==> src/hw/rtl/vad_pkg.sv <==
// ----------------------------------------------------------------------------
// vad_pkg
// Shared constants, state encodings and divider status for the
// velocity / acceleration backward difference block.
// ----------------------------------------------------------------------------
package vad_pkg;

  localparam int WORD_BITS_DEF = 32;
  localparam int FRAC_BITS_DEF = 16;

  typedef enum logic [2:0] {
    ST_IDLE,
    ST_DIFF,
    ST_VEL,
    ST_DV,
    ST_ACC,
    ST_WRITE
  } ctrl_state_t;

  typedef enum logic [1:0] {
    DIV_IDLE,
    DIV_CHECK,
    DIV_RUN,
    DIV_FIN
  } div_state_t;

  typedef struct packed {
    logic done;
    logic sat;
  } div_status_t;

endpackage

==> src/hw/rtl/velocity_acceleration_difference.sv <==
// ----------------------------------------------------------------------------
// velocity_acceleration_difference: backward difference velocity/acceleration
// a first sample or zero time step skips the divider; else two serial
// divisions run on one bit-serial divider; one item at a time, next item
// taken after the result is moved to the output register. Sync reset clears
// history and out_valid.
// ----------------------------------------------------------------------------
module velocity_acceleration_difference import vad_pkg::*; #(
  parameter int WORD_BITS = WORD_BITS_DEF,
  parameter int FRAC_BITS = FRAC_BITS_DEF
) (
  input  logic                        clk,
  input  logic                        rst,
  input  logic                        in_valid,
  output logic                        in_ready,
  input  logic signed [WORD_BITS-1:0] sample_time,
  input  logic signed [WORD_BITS-1:0] position,
  input  logic                        restart,
  output logic                        out_valid,
  input  logic                        out_ready,
  output logic signed [WORD_BITS-1:0] velocity,
  output logic signed [WORD_BITS-1:0] acceleration,
  output logic                        zero_step,
  output logic                        saturated
);

  ctrl_state_t state, state_next;

  logic [WORD_BITS-1:0] last_time;
  logic [WORD_BITS-1:0] last_position;
  logic [WORD_BITS-1:0] last_velocity;
  logic                 have_previous;

  logic [WORD_BITS-1:0] cur_time;
  logic [WORD_BITS-1:0] cur_pos;
  logic                 first;
  logic [WORD_BITS:0]   dt_r;
  logic [WORD_BITS:0]   dx_r;
  logic [WORD_BITS:0]   dv_r;
  logic [WORD_BITS-1:0] vel_r;
  logic [WORD_BITS-1:0] acc_r;
  logic                 sat_r;
  logic                 zero_r;

  logic                 accept;
  logic                 out_free;
  logic                 dt_zero;
  logic                 div_start;
  logic [WORD_BITS:0]   div_num;
  div_status_t          div_status;
  logic [WORD_BITS-1:0] div_quot;

  assign in_ready  = (state == ST_IDLE);
  assign accept    = in_valid & in_ready;
  assign out_free  = ~out_valid | out_ready;
  assign dt_zero   = (dt_r == '0);
  assign div_start = ((state == ST_DIFF) & ~first & ~dt_zero) | (state == ST_DV);
  assign div_num   = (state == ST_DV) ? dv_r : dx_r;

  vad_div #(
    .WORD_BITS (WORD_BITS),
    .FRAC_BITS (FRAC_BITS)
  ) u_div (
    .clk    (clk),
    .rst    (rst),
    .start  (div_start),
    .num    (div_num),
    .den    (dt_r),
    .status (div_status),
    .quot   (div_quot)
  );

  always_ff @(posedge clk) begin
    if (rst) begin
      state <= ST_IDLE;
    end else begin
      state <= state_next;
    end
  end

  always_comb begin
    state_next = state;
    case (state)
      ST_IDLE: begin
        if (accept) state_next = ST_DIFF;
      end
      ST_DIFF: begin
        state_next = (first | dt_zero) ? ST_WRITE : ST_VEL;
      end
      ST_VEL: begin
        if (div_status.done) state_next = ST_DV;
      end
      ST_DV: begin
        state_next = ST_ACC;
      end
      ST_ACC: begin
        if (div_status.done) state_next = ST_WRITE;
      end
      ST_WRITE: begin
        if (out_free) state_next = ST_IDLE;
      end
      default: state_next = ST_IDLE;
    endcase
  end

  // control flags
  always_ff @(posedge clk) begin
    if (rst) begin
      out_valid     <= 1'b0;
      have_previous <= 1'b0;
    end else begin
      if (state == ST_WRITE && out_free) begin
        out_valid     <= 1'b1;
        have_previous <= 1'b1;
      end else if (out_ready) begin
        out_valid <= 1'b0;
      end
    end
  end

  // history registers clear on reset, working registers do not
  always_ff @(posedge clk) begin
    if (rst) begin
      last_time     <= '0;
      last_position <= '0;
      last_velocity <= '0;
    end else if (state == ST_WRITE && out_free) begin
      last_time     <= cur_time;
      last_position <= cur_pos;
      last_velocity <= vel_r;
    end
  end

  always_ff @(posedge clk) begin
    if (accept) begin
      cur_time <= sample_time;
      cur_pos  <= position;
      first    <= restart | ~have_previous;
      dt_r     <= {sample_time[WORD_BITS-1], sample_time}
                  - {last_time[WORD_BITS-1], last_time};
      dx_r     <= {position[WORD_BITS-1], position}
                  - {last_position[WORD_BITS-1], last_position};
    end
    if (state == ST_DIFF) begin
      vel_r  <= '0;
      acc_r  <= '0;
      sat_r  <= 1'b0;
      zero_r <= ~first & dt_zero;
    end
    if (state == ST_VEL && div_status.done) begin
      vel_r <= div_quot;
      sat_r <= sat_r | div_status.sat;
      // acceleration works from the saturated velocity
      dv_r  <= {div_quot[WORD_BITS-1], div_quot}
               - {last_velocity[WORD_BITS-1], last_velocity};
    end
    if (state == ST_ACC && div_status.done) begin
      acc_r <= div_quot;
      sat_r <= sat_r | div_status.sat;
    end
    if (state == ST_WRITE && out_free) begin
      velocity     <= vel_r;
      acceleration <= acc_r;
      zero_step    <= zero_r;
      saturated    <= sat_r;
    end
  end

endmodule

==> src/hw/rtl/vad_div.sv <==
// ----------------------------------------------------------------------------
// vad_div
// Bit-serial signed fixed-point divider: (num << FRAC_BITS) / den, truncated
// toward zero and saturated to the signed WORD_BITS range. One quotient bit
// per cycle, numerator bits shifted in MSB first.
// ----------------------------------------------------------------------------
module vad_div import vad_pkg::*; #(
  parameter int WORD_BITS = WORD_BITS_DEF,
  parameter int FRAC_BITS = FRAC_BITS_DEF
) (
  input  logic                 clk,
  input  logic                 rst,
  input  logic                 start,
  input  logic [WORD_BITS:0]   num,
  input  logic [WORD_BITS:0]   den,
  output div_status_t          status,
  output logic [WORD_BITS-1:0] quot
);

  localparam int NW    = WORD_BITS + FRAC_BITS + 1;
  localparam int CW    = (FRAC_BITS > WORD_BITS) ? FRAC_BITS + 1 : WORD_BITS + 1;
  localparam int CNT_W = $clog2(WORD_BITS);

  div_state_t state, state_next;

  logic [WORD_BITS:0]   num_mag;
  logic [WORD_BITS:0]   den_mag;
  logic                 neg;
  logic                 big;
  logic [WORD_BITS:0]   rem;
  logic [WORD_BITS-1:0] nshift;
  logic [WORD_BITS-1:0] qacc;
  logic [CNT_W-1:0]     cnt;
  logic                 done;
  logic                 sat;

  logic [NW-1:0]        n_full;
  logic [FRAC_BITS:0]   n_hi;
  logic [WORD_BITS-1:0] n_lo;
  logic                 big_now;
  logic [WORD_BITS+1:0] rs;
  logic [WORD_BITS+1:0] diff;
  logic                 fits;
  logic [WORD_BITS-1:0] lim;
  logic                 over;
  logic [WORD_BITS-1:0] qsel;

  always_comb begin
    n_full  = NW'(num_mag) << FRAC_BITS;
    n_hi    = n_full[NW-1:WORD_BITS];
    n_lo    = n_full[WORD_BITS-1:0];
    // quotient reaches 2^WORD_BITS or more: no need to iterate
    big_now = CW'(n_hi) >= CW'(den_mag);
    rs      = {rem, nshift[WORD_BITS-1]};
    diff    = rs - {1'b0, den_mag};
    fits    = rs >= {1'b0, den_mag};
    // largest magnitude allowed, one more on the negative side
    lim     = {1'b0, {(WORD_BITS-1){1'b1}}} + WORD_BITS'(neg);
    over    = big | (qacc > lim);
    qsel    = over ? lim : qacc;
  end

  always_ff @(posedge clk) begin
    if (rst) begin
      state <= DIV_IDLE;
    end else begin
      state <= state_next;
    end
  end

  always_comb begin
    state_next = state;
    case (state)
      DIV_IDLE: begin
        if (start) state_next = DIV_CHECK;
      end
      DIV_CHECK: begin
        state_next = big_now ? DIV_FIN : DIV_RUN;
      end
      DIV_RUN: begin
        if (cnt == CNT_W'(WORD_BITS - 1)) state_next = DIV_FIN;
      end
      DIV_FIN: begin
        state_next = DIV_IDLE;
      end
      default: state_next = DIV_IDLE;
    endcase
  end

  always_ff @(posedge clk) begin
    if (rst) begin
      done <= 1'b0;
    end else begin
      done <= 1'b0;
      case (state)
        DIV_IDLE: begin
          if (start) begin
            num_mag <= num[WORD_BITS] ? (WORD_BITS+1)'(0) - num : num;
            den_mag <= den[WORD_BITS] ? (WORD_BITS+1)'(0) - den : den;
            neg     <= num[WORD_BITS] ^ den[WORD_BITS];
          end
        end
        DIV_CHECK: begin
          big    <= big_now;
          rem    <= (WORD_BITS+1)'(n_hi);
          nshift <= n_lo;
          qacc   <= '0;
          cnt    <= '0;
        end
        DIV_RUN: begin
          rem    <= fits ? diff[WORD_BITS:0] : rs[WORD_BITS:0];
          nshift <= nshift << 1;
          qacc   <= {qacc[WORD_BITS-2:0], fits};
          cnt    <= cnt + CNT_W'(1);
        end
        DIV_FIN: begin
          quot <= neg ? WORD_BITS'(0) - qsel : qsel;
          sat  <= over;
          done <= 1'b1;
        end
        default: ;
      endcase
    end
  end

  always_comb begin
    status.done = done;
    status.sat  = sat;
  end

endmodule

==> config.mk <==
export PLATFORM = sky130hd
export DESIGN_NAME = velocity_acceleration_difference
export DESIGN_NICKNAME = d
export VERILOG_FILES = /design/src/hw/rtl/vad_pkg.sv /design/src/hw/rtl/velocity_acceleration_difference.sv /design/src/hw/rtl/vad_div.sv
export SDC_FILE = /design/constraint.sdc
export NUM_CORES = 1
export LEC_CHECK = 0
export ABC_AREA = 1
export BUFFER_PORTS_ARGS = -buffer_cell sky130_fd_sc_hd__buf_2
export CAP_MARGIN = 30
export CORE_ASPECT_RATIO = 1.25
export CORE_MARGIN = 4
export CORE_UTILIZATION = 46
export CTS_CLUSTER_SIZE = 40
export DETAILED_ROUTE_END_ITERATION = 8
export PLACE_DENSITY = 0.63
export SLEW_MARGIN = 0
export SYNTH_ARGS = -nofsm -noshare
export SYNTH_HDL_FRONTEND = slang
export SYNTH_SLANG_ARGS = --single-unit
==> constraint.sdc <==
create_clock -name clk -period 9.1 [get_ports clk]
set_input_delay 0.455 -clock clk [delete_from_list [all_inputs] [get_ports clk]]
set_output_delay 0.455 -clock clk [all_outputs]
set_load 0.1 [all_outputs]
### Word-level counts from Yosys, hierarchy flattened

Cells that the tools add are included.

* register bits: 603
* bits in latches: 0
* bits in writable memories: 0
* ROM bits: 0
* input bits: 69
* output and inout bits: 68
* word-level logic and storage cells: 123
* memories kept: 0

* $add $sub $neg: 9
* $mul: 0
* div/mod/pow operators: 0
* $lt $le $gt $ge: 3
* equal/unequal tests: 15
* shifts and indexed selects: 0
* multiplexer cells: 29
* bitwise gates (word level): 16
* reductions and logical operators: 17

Operators with widths (count)
* $mux 32: 7
* $pmux 32 s2: 2
* $sub 32x32->33: 3
* $mux 33: 2
* $pmux 33 s2: 1
* $sub 1x33->33 const A: 2
* $ge 34x33->1: 1
* $ge 17x33->1: 1
* $logic_not 33->1: 1
* $sub 33x33->33: 1
* $add 31x1->32 const A: 1
* $gt 32x32->1: 1
* $sub 1x32->32 const A: 1
* $pmux 3 s6: 1
* $mux 3: 5
* $pmux 5 s2: 1
* $ne 2x1->1 const B: 4
* $pmux 2 s4: 1
* $reduce_and 2->1: 4
* $reduce_bool 2->1: 4
* $mux 1: 7
* $eq 3x2->1 const B: 2
* $eq 3x3->1 const B: 2
* $or 1x1->1: 6
* 16 further kinds: 28

### Logic depth before layout (Yosys ltp)

Gate-level depths: netlist of the first run.

* depth in word-level cells: 6
* depth in mapped cells: 30
* gate-level depth less buffers: 28

### Modules after synthesis

Synthesis of the first run repeated with hierarchy kept, for this count alone.

* cell total of the unflattened synthesis: 3576
* area total of the unflattened synthesis: 33059.2 um2

By module, submodules not included
* velocity_acceleration_difference: times used 1, cells each 2052, area an instance 20046.7 um2, sequential area each 10910.5 um2
* vad_div: times used 1, cells each 1524, area an instance 13012.5 um2, sequential area each 5675.4 um2

### Worst setup path before layout of the first run

No wires, ideal clock.

* path kind: register -> register
* start point: register state[1]
* end point: register cur_pos[0] (enable)
* setup time: 624 ps
* arrival time: 7489 ps
* data required time: 8476 ps
* slack: 987 ps
* cell stages (with the launch flop): 6
* buffers on the path: 0
* clock period less this slack: 8113 ps
* path through: dfxtp_1 -> nor2_1 -> inv_1 -> nor2_1 -> inv_1 -> nor2_1

* word-level cells in the longest chain between the ends: 2

RTL lines
* start, declared: RTL line velocity_acceleration_difference.sv:27 `ctrl_state_t state, state_next;`
* start signal, assigned: RTL line velocity_acceleration_difference.sv:77 `state <= state_next;`
* $logic_not 3->1: RTL line velocity_acceleration_difference.sv:53 `assign in_ready = (state == ST_IDLE);`
* net in_ready: RTL line velocity_acceleration_difference.sv:15 `output logic in_ready,`
* $and 1x1->1: RTL line velocity_acceleration_difference.sv:54 `assign accept = in_valid & in_ready;`
* net accept: RTL line velocity_acceleration_difference.sv:45 `logic accept;`
* end signal, assigned: RTL line velocity_acceleration_difference.sv:137 `cur_pos <= position;`
* end, declared: RTL line velocity_acceleration_difference.sv:35 `logic [WORD_BITS-1:0] cur_pos;`

The timed path passes the listed nets, and every way through them passes these cells.
A chain may end at the register's enable or synchronous reset.

### Final worst setup path of the first run

* start point: register u_div.neg
* end point: register u_div.quot[24], data pin

* word-level cells in the longest chain between the ends: 6

RTL lines
* start, declared: RTL line vad_div.sv:28 `logic neg;`
* start signal, assigned: RTL line vad_div.sv:100 `neg <= num[WORD_BITS] ^ den[WORD_BITS];`
* $add 31x1->32 (*): RTL line vad_div.sv:58 `lim = {1'b0, {(WORD_BITS-1){1'b1}}} + WORD_BITS'(neg);`
* $gt 32x32->1 (*): RTL line vad_div.sv:59 `over = big | (qacc > lim);`
* $or 1x1->1 (*): RTL line vad_div.sv:59
* net u_div.over: RTL line vad_div.sv:45 `logic over;`
* $mux 32 (*): RTL line vad_div.sv:60 `qsel = over ? lim : qacc;`
* $sub 1x32->32: RTL line vad_div.sv:117 `quot <= neg ? WORD_BITS'(0) - qsel : qsel;`
* $mux 32 (*): RTL line vad_div.sv:117
* end signal, assigned: RTL line vad_div.sv:117
* end, declared: RTL line vad_div.sv:17 `output logic [WORD_BITS-1:0] quot`

Mark *: on every way through the listed nets, which the timed path passes. The rest lies on a longest branch.

==> flow_summary_export.csv, run 1 <==
group,metric,value,unit
setup_path,path_delay_family,"simple AND/OR/NAND/NOR gates",
timing,tightest_slew,900,ps
timing,fin_crit,4960,ps
global_routing,antenna_found_initial,0,
die,die_h,299,um
synth,synth_area,0.0312,mm^2
clocking,insertion_delay,640,ps
global_routing,grt-busiest-layer,"met2",
timing,skew,26.5,ps
setup_path,worstSetupStartpointType,"flip-flop",
setup_path,cp_num_cells,23,
synth,synth_top_area_cell,"edfxtp_1",
route,routed_wl,76.3,mm
timing,slew_viol_final,0,
synth,synth.top_cells.by_count,"nand2_1 (531), edfxtp_1 (483), inv_1 (443)",
synth,synth-seq-area-share,53.2,%
route,wl_per_cell,17.6,um
synth,synth_fp_nets,3514,
global_routing,grt_usage,21.1,%
setup_path,crit_buf_inv,3,
layout,antenna_cells,0,
route,drt-initial-drc-count,1418,
layout,layout-drive-gt1-share,9.51,%
die,io_pins,137,
setup_path,worstSetupStartpoint,"u_div.neg",
synth,synth-edff-count,483,
setup_path,worstPathMaxFanout,66,
setup_path,cpMaxStageDelayCell,"buf_4",
setup_path,r2r_cells,23,
die,die_area,0.0720,mm^2
synth,yosys_warnings,0,
timing,hold_viol_final,0,
timing,rsz0062_at_grt,"false",
synth,ys_seq_elements,587,
setup_path,endpoint_kind,"flip-flop",
clocking,post_cts_buffers,0,
layout,fillers,6047,
synth,async_flop_share,0,%
global_routing,grt_max_degree,120,
synth,synth_top_area_share,46.5,%
placement,gp_congestion,0.911,
clocking,ctsRootBufferMaster,"clkbuf_16",
timing,finalSetupViolations,0,
timing,relSlewSlack,39.4,%
setup_path,path_class,"reg2reg",
die,start_util,46.5,%
clocking,h-tree-depth,2,
layout,fin_util,52.7,%
clocking,clock_path_buffers,3,
synth,syn_inst,3252,
placement,dpl.hpwl,56.8,mm
route,vias,22600,
global_routing,grt_pass1_wl,121,mm
synth,postSynthAreaPerCell,9.59,um^2
hold_path,hold_class,"in2reg",
setup_path,crit_chain,"buf_4 -> inv_2 -> ha_1 -> nand2_1 -> nor2_1 -> nand2_1 -> nor2_1 -> nand2_1 -> nand2_4 -> nand2_4 -> nand2_4 -> inv_1 -> a21oi_1 -> ha_1 -> nand2_1 -> nor2_1 -> nand3_2 -> nor2_2 -> nand2_1 -> nand2_2 -> nand2_1 -> nand2_1 -> nand2_1",
run_status,status,"complete, no violations",
setup_path,timing.critical_path.arrival,5340,ps
pwr,irDropWorstVdd,0.262,mV
synth,synth_ff_type,"edfxtp_1",
layout,nets,3691,
timing,max_freq,202,MHz
setup_path,cp.required,9490,ps
synth,yosysMostFrequentCell,"nand2_1",
route,ant_nets,0,
setup_path,path_common_cell,"nand2_1",
clocking,tritoncts,"done",
clocking,cts_sinks,587,
global_routing,first_global_vias,22500,
timing,period_share,54.5,%
die,die_x,241,um
timing,fin_setup_tns,0,ps
die,row_count,106,
route,drc,0,
synth,synth.top_cells.by_area,"edfxtp_1 (47%), ha_1 (7.6%), dfxtp_1 (6.7%), nand2_1 (6.4%), inv_1 (5.3%)",
layout,area_growth,13.1,%
placement,portBuffers,136,
global_routing,use_met2,36.5,%
die,core_area,0.0670,mm^2
job,maxCapViolCount,0,
synth,synth_cell_types,59,
hold_path,hold_depth,1,
setup_path,slowest_delay,570,ps
global_routing,grt_util_met3,3.44,%
clocking,cts_buffers,60,
pwr,leakage,14.5,nW
clocking,path_clk_slew,60,ps
setup_path,r2r-start,"u_div.neg",
route,viasPerCell,5.21,
hold_path,min_from,"position[15]",
pwr,p_per_area,277,mW/mm^2
global_routing,grt_use_met1,26.8,%
global_routing,grt-ovfl-total,0,
route,dr.pass1.iters,7,
logic make-up (layout without fill, tap and decap cells):
family,after synthesis,count (layout),share of synthesized area (%)
XOR/XNOR,184,184,5.19
AO/OA/AOI/OAI,571,571,10.9
adder cells (fa/ha/maj),193,193,7.84
buffers and inverters,535,764,6.65
multiplexers,12,12,0.393
AND/OR/NAND/NOR,1170,1170,15.8
flip-flops,587,587,53.2
power by group:
group          internal, mW  switching [mW]
combinational         0.975            2.15
sequential             3.73           0.304
clock                  1.53            1.07
total                  6.23            3.53
what timing repair did:
action / 4_1_cts / 5_1_grt
hold buffers: 39 / 0
gates resized for setup: 0 / 0
hold endpoints to repair: 39 / 0
area by class of cell:
type	count	area [um^2]	share of cell area (%)
tap	864	1080	3.07
multi-input combinational	2130	12500	35.6
sequential	587	16600	47.0
clock buffer	80	1640	4.64
timing repair buffer	197	1260	3.57
clock inverter	34	445	1.26
inverter	453	1710	4.84
worst paths after layout:
check	slack, ps	endpoint
max reg2reg	4140	u_div.quot[24]
max	4140	u_div.quot[24]
min reg2reg	410	acceleration[11]
min	30	cur_pos[15]
cell usage in the layout, fill, tap and decap left out, types with 67 or more instances in the layout:
cell and instances:
a211oi_1 102, a21oi_1 205, buf_2 135, dfxtp_1 104, edfxtp_1 483, ha_1 188
inv_1 443, nand2_1 531, nand3_1 110, nor2_1 392, o21ai_0 138, xnor2_1 67
xor2_1 116
registers in the layout (all words and copies together) (netlist names), 2 cells and up:
register and flops:
u_div.rem 33, u_div.cnt 5, u_div.qacc 32, acceleration 32, u_div.quot 32, cur_pos 32, u_div.state 2, last_velocity 32
cur_time 32, u_div.den_mag 33, u_div.num_mag 33, velocity 32, u_div.nshift 16, last_time 32, last_position 32, dx_r 33
acc_r 32, dt_r 33, dv_r 33, vel_r 32, state 3
per-stage QoR:
step                      cells  setup slack (ps)  hold slack, ps  power [mW]  instance area (um^2)
after floorplan            3252               987             400        6.37                 31200
after global placement     4191              4400             400        7.17                 32800
after detailed placement   4191              4250             406        7.19                 32800
after CTS                  4344              4220          0.0759        9.83                 35200
after global routing       4345              3680           0.489        10.4                 35300
final                      4345              4140            28.6        9.76                 35300
per-layer routing:
metal / vias to the layer above / wire length [um]
li1: 11400 / -
met1: 10700 / 32700
met3: 143 / 3460
met5: - / 0
met4: 0 / 2800
met2: 419 / 37400
(Power assumes the default switching activity.)
==> run 2, diff against run 1 <==
==> constraint.sdc (replaced) <==
create_clock -name clk -period 4.86 [get_ports clk]
set_input_delay 0.243 -clock clk [delete_from_list [all_inputs] [get_ports clk]]
set_output_delay 0.243 -clock clk [all_outputs]
set_load 0.1 [all_outputs]
==> flow_summary_export.csv, run 2 (synthesis results as in run 1) <==
group,metric,value,unit
run_status,status,"complete, no violations",
timing,hold_ws,44.5,ps
layout,mostFrequentLayoutCells,"nand2_1 (531), edfxtp_1 (483), inv_1 (443)",
route,drc,0,
pwr,pwr-share-comb,31.8,%
pwr,p_per_area,520,mW/mm^2
clocking,path_clk_slew,60,ps
global_routing,grt-ovfl-total,0,
setup_path,slowest_delay,530,ps
layout,final_common_cell,"nand2_1",
timing,rsz0062_at_grt,"false",
clocking,post_cts_buffers,0,
pwr,pwr-share-seq,40.7,%
die,core_area,0.0670,mm^2
placement,preCtsSetupSlack,775,ps
job,maxCapViolCount,0,
setup_path,path_delay_family,"simple AND/OR/NAND/NOR gates",
timing,skew,25.0,ps
route,drt-initial-drc-count,1447,
timing,final_critical_path_setup_slack,688,ps
placement,dp_cells,4196,
route,wl_per_cell,17.8,um
die,die_x,241,um
pwr,switching_share,36.1,%
clocking,clock_path_buffers,3,
layout,fin_util,53.3,%
die,die_area,0.0720,mm^2
clocking,cts_buffers,67,
setup_path,cp.required,5220,ps
die,row_count,106,
setup_path,endpoint_kind,"flip-flop",
layout,layout-drive-gt1-share,9.66,%
placement,dpl.hpwl,57.8,mm
route,ant_nets,0,
hold_path,hold_class,"in2reg",
global_routing,grt_pass1_wl,123,mm
timing,max_freq,240,MHz
setup_path,cpMaxStageDelayCell,"edfxtp_1",
global_routing,grt_usage,21.5,%
setup_path,worstPathMaxFanout,51,
setup_path,worstSetupStartpointType,"flip-flop",
layout,area_growth,14.6,%
placement,portBuffers,136,
timing,period_share,85.8,%
global_routing,antenna_found_initial,1,
clocking,cts_sinks,587,
pwr,p_int,11.9,mW
route,vias,22900,
timing,fin_crit,4170,ps
clocking,ctsRootBufferMaster,"clkbuf_16",
timing,tightest_slew,980,ps
layout,nets,3729,
clocking,cts_resized,0,
route,dr.pass1.iters,6,
setup_path,path_common_cell,"nand2_1",
timing,slew_viol_final,0,
setup_path,worstSetupStartpoint,"u_div.neg",
setup_path,crit_chain,"buf_4 -> ha_1 -> a21o_1 -> nand3_1 -> nand3_1 -> a21oi_1 -> nand2_1 -> nand2_4 -> nand2_4 -> nand2_4 -> buf_4 -> nand2_1 -> nor2_1 -> nand3_2 -> nor2_2 -> nand2_1 -> nand2_2 -> nand2_1 -> nand2_1 -> nand2_1",
timing,relSlewSlack,34.6,%
die,io_pins,137,
global_routing,first_global_vias,22600,
setup_path,crit_buf_inv,2,
hold_path,min_from,"in_valid",
pwr,p_sw,6.71,mW
die,start_util,46.5,%
timing,hold_viol_final,0,
die,die_h,299,um
setup_path,r2r-start,"u_div.neg",
route,routed_wl,77.9,mm
route,viasPerCell,5.23,
layout,multi_input_area,0.0126,mm^2
pwr,leakage,14.7,nW
setup_path,path_class,"reg2reg",
layout,fillers,5958,
placement,gp_congestion,0.910,
pwr,irDropWorstVdd,0.861,mV
clocking,insertion_delay,610,ps
clocking,hold_buffers,66,
timing,finalSetupViolations,0,
timing,fin_setup_tns,0,ps
global_routing,grt_max_degree,132,
setup_path,timing.critical_path.arrival,4530,ps
layout,ff_latch_area,0.0166,mm^2
clocking,tritoncts,"done",
pwr,p_clk_share,27.4,%
layout,stdcell_count,4385,
clocking,h-tree-depth,3,
run 2: metal layers:
metal / part of all wire [%] / vias to the layer above / GRT usage (%)
met5: 0 / - / 0
met4: 2.5 / 0 / 6.66
met3: 3.8 / 111 / 2.43
met2: 51 / 503 / 38.4
met1: 43 / 10800 / 27.5
li1: - / 11500 / -
run 2: worst paths after layout:
check | cells past startpoint | end | slack [ps]
max | 20 | u_div.quot[24] | 690
min | 3 | state[0] | 40
max reg2reg | 20 | u_div.quot[24] | 690
min reg2reg | 0 | acceleration[14] | 420
run 2: final cells by class:
type,count,area share (%)
Sequential cell,587,46.4
Antenna cell,1,0.00701
Clock buffer,90,5.11
Timing Repair Buffer,228,4.41
Clock inverter,32,1.08
Multi-Input combinational cell,2130,35.1
Tap cell,864,3.03
Inverter,453,4.78
run 2: worst reg2reg max path: cells and delay by family (launching register included):
kind	cells	cell delay (ps)
AND/OR/NAND/NOR	15	1920
buffers and inverters	2	820
flip-flops	1	530
AO/OA/AOI/OAI	2	330
adder cells (fa/ha/maj)	1	320
run 2: stage by stage:
| stage | power [mW] | cell area, um^2 |
|---|---|---|
| 2_1_floorplan | 11.9 | 31200 |
| 3_3_place_gp | 13.5 | 32800 |
| 3_5_place_dp | 13.5 | 32800 |
| 4_1_cts | 18.7 | 35700 |
| 5_1_grt | 19.7 | 35700 |
| 6_report | 18.6 | 35700 |
run 2: power by group through the flow:
stage | clock (mW) | sequential (mW) | combinational (mW)
CTS | 5.23 | 7.58 | 5.92
finish | 5.10 | 7.57 | 5.91
floorplan | 0 | 7.86 | 4.02
detailed placement | 0 | 7.67 | 5.84
global placement | 0 | 7.66 | 5.81
global route | 5.43 | 7.65 | 6.60
